<file path="config.mk">
export PLATFORM = sky130hd
export DESIGN_NAME = skms_cmp
export DESIGN_NICKNAME = d
export VERILOG_FILES = /design/src/skms_pkg.sv /design/src/skms_cmp.sv
export SDC_FILE = /design/constraint.sdc
export NUM_CORES = 1
export LEC_CHECK = 0
export BUFFER_PORTS_ARGS = -buffer_cell sky130_fd_sc_hd__buf_2
export CAP_MARGIN = 0
export CORE_UTILIZATION = 40
export DETAILED_ROUTE_END_ITERATION = 8
export GPL_ROUTABILITY_DRIVEN = 0
export PLACE_DENSITY = 0.84
export SLEW_MARGIN = 20
export SYNTH_ARGS = -nofsm -noshare
export SYNTH_HDL_FRONTEND = slang
export SYNTH_SLANG_ARGS = --single-unit
</file>
<file path="constraint.sdc">
create_clock -name vclk -period 2.2
set_input_delay 0.22 -clock vclk [all_inputs]
set_output_delay 0.22 -clock vclk [all_outputs]
set_load 0.01 [all_outputs]
</file>
<file path="src/skms_pkg.sv">
// ----------------------------------------------------------------------------
// skms_pkg
// Shared constants for the stable key merge sorter.
// ----------------------------------------------------------------------------
package skms_pkg;

    // Fixed field widths of the item payloads.
    localparam int KEY_W     = 31;
    localparam int OUT_IDX_W = 10;

    // Action codes of an input item.
    localparam logic ACT_LOAD  = 1'b0;
    localparam logic ACT_FETCH = 1'b1;

endpackage

</file>
<file path="src/skms_cmp.sv">
// ----------------------------------------------------------------------------
// skms_cmp
// Merge decision: whether the right-run head goes out before the left one.
// ----------------------------------------------------------------------------
module skms_cmp
    import skms_pkg::*;
#(
    parameter int IW = 10
) (
    input  logic             left_empty,
    input  logic             right_empty,
    input  logic [KEY_W-1:0] key_left,
    input  logic [KEY_W-1:0] key_right,
    input  logic [IW-1:0]    idx_left,
    input  logic [IW-1:0]    idx_right,
    output logic             take_right
);

    logic right_first;

    // Strict order on key, then arrival index, so the result is stable.
    assign right_first = (key_right < key_left) ||
                         ((key_right == key_left) && (idx_right < idx_left));
    assign take_right  = left_empty || (!right_empty && right_first);

endmodule

</file>
==> reports/qor.csv, run 1 <==
stage,metric,value,unit
route,Routed WL,2.317,mm
clocking,number of post-CTS setup repair buffers,0,
synth,sequential share of the synthesized area,0,%
sta,RSZ-0062 raised after global routing,false,
finish,Ant. Diodes,0,
sta,"Hold Vio Cnt, Final",0,
setup_path,critical path startpoint category,input pin,
route,drt wl/cell,8.981,um
sta,final setup fails,0,
sta,fin. max-slew vios,0,
power,Gate power share,100.0,%
global_routing,initial antenna violation count,0,
finish,Layout area overhead,44.90,%
sta,worst-margin pin slew,333.3,ps
power,leakage power,0.0009806,uW
die,Die X,52.77,um
setup_path,Max stage delay on crit path,580,ps
synth,syn_area_per_cell,7.210,sq um
global_routing,first-pass GRT wire length,3.795,mm
finish,Reg area,0,sq um
synth,Synth Warn #,0,
synth,cells after synthesis,143,
synth,Synth Area in Adders,48.54,%
clocking,Post-CTS Hold Fix Bufs,0,
synth,"Distinct cells, synth",25,
power,internal power,125.4,uW
synth,Post-synth top cells,"inv_1 (43), ha_1 (40), a21oi_1 (13)",
clocking,post-CTS resize count,0,
synth,post-synthesis mux area share,0,%
flow_run,Max Cap Violations,0,
synth,Synth area leaders,"ha_1 (49%), inv_1 (16%), a21oi_1 (6.3%)",
synth,share of the synthesized area in the top cell type,48.54,%
sta,max_slew headroom,77.20,%
die,die height,52.77,um
global_routing,global route overflow,0,
placed_design,buffers added on ports,85,
synth,Simple-Gate Fraction of Synth Area,16.26,%
power,peak supply drop,88.54,uV
finish,share of cells above drive strength 1,39.04,%
power,Power Density,154.1,nW/um^2
setup_path,CP arrival,1840,ps
route,remaining antenna violation count,0,
die,Top Ports,85,
setup_path,crit-path cells,buf_2 -> inv_1 -> ha_1 -> nand4_1 -> or4_4 -> a21oi_2 -> o211ai_1 -> o211ai_1 -> buf_2,
setup_path,crit path buf inv count,3,
global_routing,largest net degree at the start of global routing,4,
synth,Post-Synthesis Cell Area,1031,sq um
status,failing checks,design-rule violations,
setup_path,CP Class,in -> out,
power,Reg power frac,0,%
finish,Fill cells,240,
die,Initial Util,42.00,%
power,clock power share,0,%
setup_path,worst-path fanout max,3,
synth,largest family of logic cells by synthesized area,adder cells,
die,std cell rows,18,
global_routing,vias in the first global route,1076,
route,1st-pass router iterations,6,
global_routing,global-route total usage across every layer,17.17,%
setup_path,CP endpoint kind,output port,
setup_path,"delay-heaviest family, CP",simple AND/OR/NAND/NOR gates,
synth,Synth Area in Compound Gates,19.54,%
die,Core ar.,2455,sq um
min_path,Hold Path Class,in -> out,
route,detailed router's first-iteration violation count,7,
finish,sequential cell count,0,
setup_path,Worst path slowest cell,or4_4,
synth,post-synth top area cell,ha_1,
placed_design,DP HPWL,2.303,mm
power,Tot Pwr,230.1,uW
synth,"count leader, synth",inv_1,
synth,Syn Nets,267,
power,sw power,104.7,uW
synth,post-synthesis xor/xnor area fraction,0,%
finish,clock buf count,0,
sta,Setup TNS Final,0,ps
status,status,"finished, violations left",
power,Switching Fraction,45.52,%
setup_path,CP Data Required Time,1980,ps
sta,fin crit share,93.71,%
route,DR vias,1241,
setup_path,Critical path origin,key_left[29],
min_path,Hold Startpoint,left_empty,
finish,nets,354,
finish,Layout Utilization,60.86,%
route,routed vias/inst,4.810,
sta,Fmax achieved,485.0,MHz
sta,crit path time final,2062,ps
route,drc violations,1,
finish,multi-input logic area,869.6,sq um
die,die footprint,2785,sq um
layout make-up:
| class | count | share of cell area [%] |
|---|---|---|
| multi-input cells | 100 | 58.21 |
| repair buffers | 85 | 28.48 |
| well taps | 30 | 2.513 |
| inverters | 43 | 10.80 |
metal layers:
| layer | vias to the layer above | track usage, % | share of wire, % |
|---|---|---|---|
| li1 | 670 | - | - |
| met1 | 526 | 18.52 | 41 |
| met2 | 45 | 36.29 | 51 |
| met3 | 0 | 2.029 | 8.2 |
| met4 | 0 | 0 | 0 |
| met5 | - | 0 | 0 |
tightest hold or removal path: stages:
cell	delay (ps)
buf_2	70
inv_1	30
o211ai_1	60
buf_2	140
cells in the final DEF, fill, tap and decap left out, types with 2 or more instances in the layout:
cell type,instances
buf_2,85
inv_1,43
ha_1,40
a21oi_1,13
nand4_1,8
nand2_1,6
o21ai_0,6
nor2_1,3
o211ai_1,3
nand3_1,2
a211oi_1,2
nand2b_1,2
a21o_1,2
logic make-up (layout without fill, tap and decap cells):
family,count (synthesis),count (layout)
buffers and inverters,43,128
adder cells (fa/ha/maj),40,40
AO/OA/AOI/OAI,33,33
AND/OR/NAND/NOR,27,27
metrics by stage:
step | hold WS (ps) | cell area (sq um) | std cells | worst slack, ps
3_3_place_gp | 737.9 | 1494 | 258 | 172.5
2_1_floorplan | 577.0 | 1031 | 143 | 420.4
6_report | 737.1 | 1494 | 258 | 138.3
5_1_grt | 760.3 | 1494 | 258 | 14.34
4_1_cts | 740.9 | 1494 | 258 | 120.4
3_5_place_dp | 739.5 | 1494 | 258 | 119.8
final timing paths:
path / cells past startpoint / endpoint / slack, ps
worst max-delay path: 9 / take_right / 140
worst min-delay path: 4 / take_right / 740
power by group through the flow:
stage	Clock, uW	Combinational (uW)	Sequential [uW]
6_report	0	230	0
4_1_cts	0	235	0
3_5_place_dp	0	233	0
5_1_grt	0	268	0
3_3_place_gp	0	228	0
2_1_floorplan	0	131	0
No activity file was read; power rests on OpenSTA's default activity.
==> run 2: changes to the inputs <==
--- a/config.mk
+++ b/config.mk
@@ -5,12 +5,13 @@
 export SDC_FILE = /design/constraint.sdc
 export NUM_CORES = 1
 export LEC_CHECK = 0
+export ABC_AREA = 1
 export BUFFER_PORTS_ARGS = -buffer_cell sky130_fd_sc_hd__buf_2
-export CAP_MARGIN = 0
+export CAP_MARGIN = 15
 export CORE_UTILIZATION = 40
 export DETAILED_ROUTE_END_ITERATION = 8
 export GPL_ROUTABILITY_DRIVEN = 0
-export PLACE_DENSITY = 0.84
+export PLACE_DENSITY = 0.8
 export SLEW_MARGIN = 20
 export SYNTH_ARGS = -nofsm -noshare
 export SYNTH_HDL_FRONTEND = slang
==> reports/qor.csv, run 2 <==
stage,metric,value,unit,change
status,status,"complete, no violations",,
clocking,Post-CTS Hold Fix Bufs,0,,unchanged
sta,fin crit share,77.40,%,-16 points
global_routing,first-pass GRT wire length,4.098,mm,+8.0%
global_routing,vias in the first global route,1196,,+11%
synth,largest family of logic cells by synthesized area,adder cells,,
clocking,post-CTS resize count,0,,unchanged
sta,Fmax achieved,587.3,MHz,+21%
flow_run,Max Cap Violations,0,,unchanged
setup_path,CP Class,in -> out,,
min_path,Hold Path Class,in -> out,,
finish,multi-input logic area,965.9,sq um,+11%
global_routing,largest net degree at the start of global routing,4,,unchanged
synth,Simple-Gate Fraction of Synth Area,31.20,%,+15 points
finish,Reg area,0,sq um,unchanged
die,die height,56.66,um,+7.4%
setup_path,critical path startpoint category,input pin,,
finish,Ant. Diodes,0,,unchanged
synth,Synth Warn #,0,,unchanged
finish,share of cells above drive strength 1,33.57,%,-5.5 points
finish,Fill cells,295,,+23%
setup_path,Worst path slowest cell,ha_1,,
route,WL met2,1.131,mm,-4.5%
setup_path,CP Data Required Time,1980,ps,about the same
synth,"Distinct cells, synth",19,,-24%
synth,syn_area_per_cell,5.945,sq um,-18%
sta,final setup fails,0,,unchanged
finish,Layout area overhead,38.85,%,
route,DR top layer,met3,,
route,met1 WL,1.038,mm,+10%
die,Initial Util,42.96,%,+0.96 points
die,Top Ports,85,,unchanged
die,Die X,56.66,um,+7.4%
synth,Synth area leaders,"ha_1 (42%), inv_1 (19%), nand2_1 (18%)",,
setup_path,CP arrival,1480,ps,-360 ps
power,Tot Pwr,261.7,uW,+14%
placed_design,buffers added on ports,85,,unchanged
placed_design,DP HPWL,2.373,mm,+3.0%
route,DR vias,1403,,+13%
sta,RSZ-0062 raised after global routing,false,,
setup_path,Max stage delay on crit path,280,ps,-300 ps
setup_path,worst-path fanout max,2,,-1
sta,"Hold Vio Cnt, Final",0,,unchanged
setup_path,CP endpoint kind,output port,,
sta,crit path time final,1703,ps,-358.9 ps
die,Core ar.,2781,sq um,+13%
synth,Synth Area in Compound Gates,7.749,%,-12 points
setup_path,Most common cell on crit path,nand2_1,,
route,routed vias/inst,4.426,,-8.0%
synth,Post-Synthesis Cell Area,1195,sq um,+16%
finish,nets,412,,+16%
synth,post-synthesis mux area share,0,%,unchanged
power,Power Density,157.7,nW/um^2,+2.4%
route,detailed router's first-iteration violation count,15,,+8
route,Routed WL,2.406,mm,+3.8%
route,drt wl/cell,7.590,um,-15%
sta,worst-margin pin slew,201.2,ps,-132.1 ps
global_routing,global-route total usage across every layer,14.76,%,-2.4 points
setup_path,crit-path cells,buf_2 -> inv_1 -> ha_1 -> nand2_1 -> nor2_1 -> and2_1 -> nand2_1 -> nand2_1 -> nand2_1 -> nand2_1 -> nand2_1 -> nand2_1 -> nand2_1 -> buf_2,,
global_routing,global route overflow,0,,unchanged
min_path,Hold Startpoint,left_empty,,
synth,Synth Area in Adders,41.88,%,-6.7 points
synth,post-synth top area cell,ha_1,,
synth,share of the synthesized area in the top cell type,41.88,%,-6.7 points
finish,sequential cell count,0,,unchanged
route,remaining antenna violation count,0,,unchanged
synth,"count leader, synth",inv_1,,
sta,Setup TNS Final,0,ps,unchanged
route,1st-pass router iterations,4,,-2
setup_path,Critical path origin,key_left[10],,
finish,"most common cell after layout, fill and taps aside",buf_2,,
sta,fin. max-slew vios,0,,unchanged
finish,most frequent cells in the layout,"buf_2 (85), inv_1 (60), nand2_1 (56), ha_1 (40), a21oi_1 (13)",,
finish,clock buf count,0,,unchanged
power,peak supply drop,114.0,uV,+29%
synth,cells after synthesis,201,,+41%
global_routing,initial antenna violation count,0,,unchanged
die,std cell rows,19,,+1
route,drc violations,0,,-1
clocking,number of post-CTS setup repair buffers,0,,unchanged
power,leakage power,0.001175,uW,+20%
synth,sequential share of the synthesized area,0,%,unchanged
synth,post-synthesis xor/xnor area fraction,0,%,unchanged
die,die footprint,3210,sq um,+15%
sta,max_slew headroom,86.54,%,+9.3 points
synth,Post-synth top cells,"inv_1 (60), nand2_1 (56), ha_1 (40)",,
synth,Syn Nets,325,,+22%
route,Met3 Wirelength,236,um,+25%
-- run 2: layout make-up --
| class | count | area share, % |
|---|---|---|
| repair buffers | 85 | 25.64 |
| well taps | 31 | 2.338 |
| multi-input cells | 140 | 58.22 |
| inverters | 61 | 13.80 |
-- run 2: kinds of logic (layout without fill, tap and decap cells) --
logic type                 Yosys count  count (layout)
and+or+nand+nor                     83              83
AOI/OAI and AO/OA                   17              17
buffers and inverters               61             146
adders and majority gates           40              40
-- run 2: per-layer routing --
layer | up-vias | track usage [%]
li1 | 783 | -
met5 | - | 0
met4 | 0 | 0
met3 | 0 | 1.613
met1 | 565 | 17.61
met2 | 55 | 29.41
-- run 2: report_power, final --
group          switching, uW  internal [uW]  total, uW
clock                      0              0          0
combinational            129            133        262
sequential                 0              0          0
total                    129            133        262
-- run 2: final timing paths --
path	to	slack, ps	depth (start not counted)
max	take_right	500	14
min	take_right	700	4
-- run 2: through the flow --
stage          instance area, sq um  std cells  util (%)  hold WS (ps)  worst slack (ps)
5_1_grt                        1659        317     59.65         714.7             321.7
2_1_floorplan                  1195        201         -         548.6             775.3
4_1_cts                        1659        317     59.65         704.0             490.0
6_report                       1659        317     59.65         701.6             497.2
3_3_place_gp                   1659        317     59.65         703.0             497.8
3_5_place_dp                   1659        317     59.65         702.1             500.5
-- run 2: worst max-delay path, delay by kind of cell --
kind / cells / cell delay, ps
buf+inv: 3 / 240
fa+ha+maj: 1 / 280
simple gates: 10 / 760
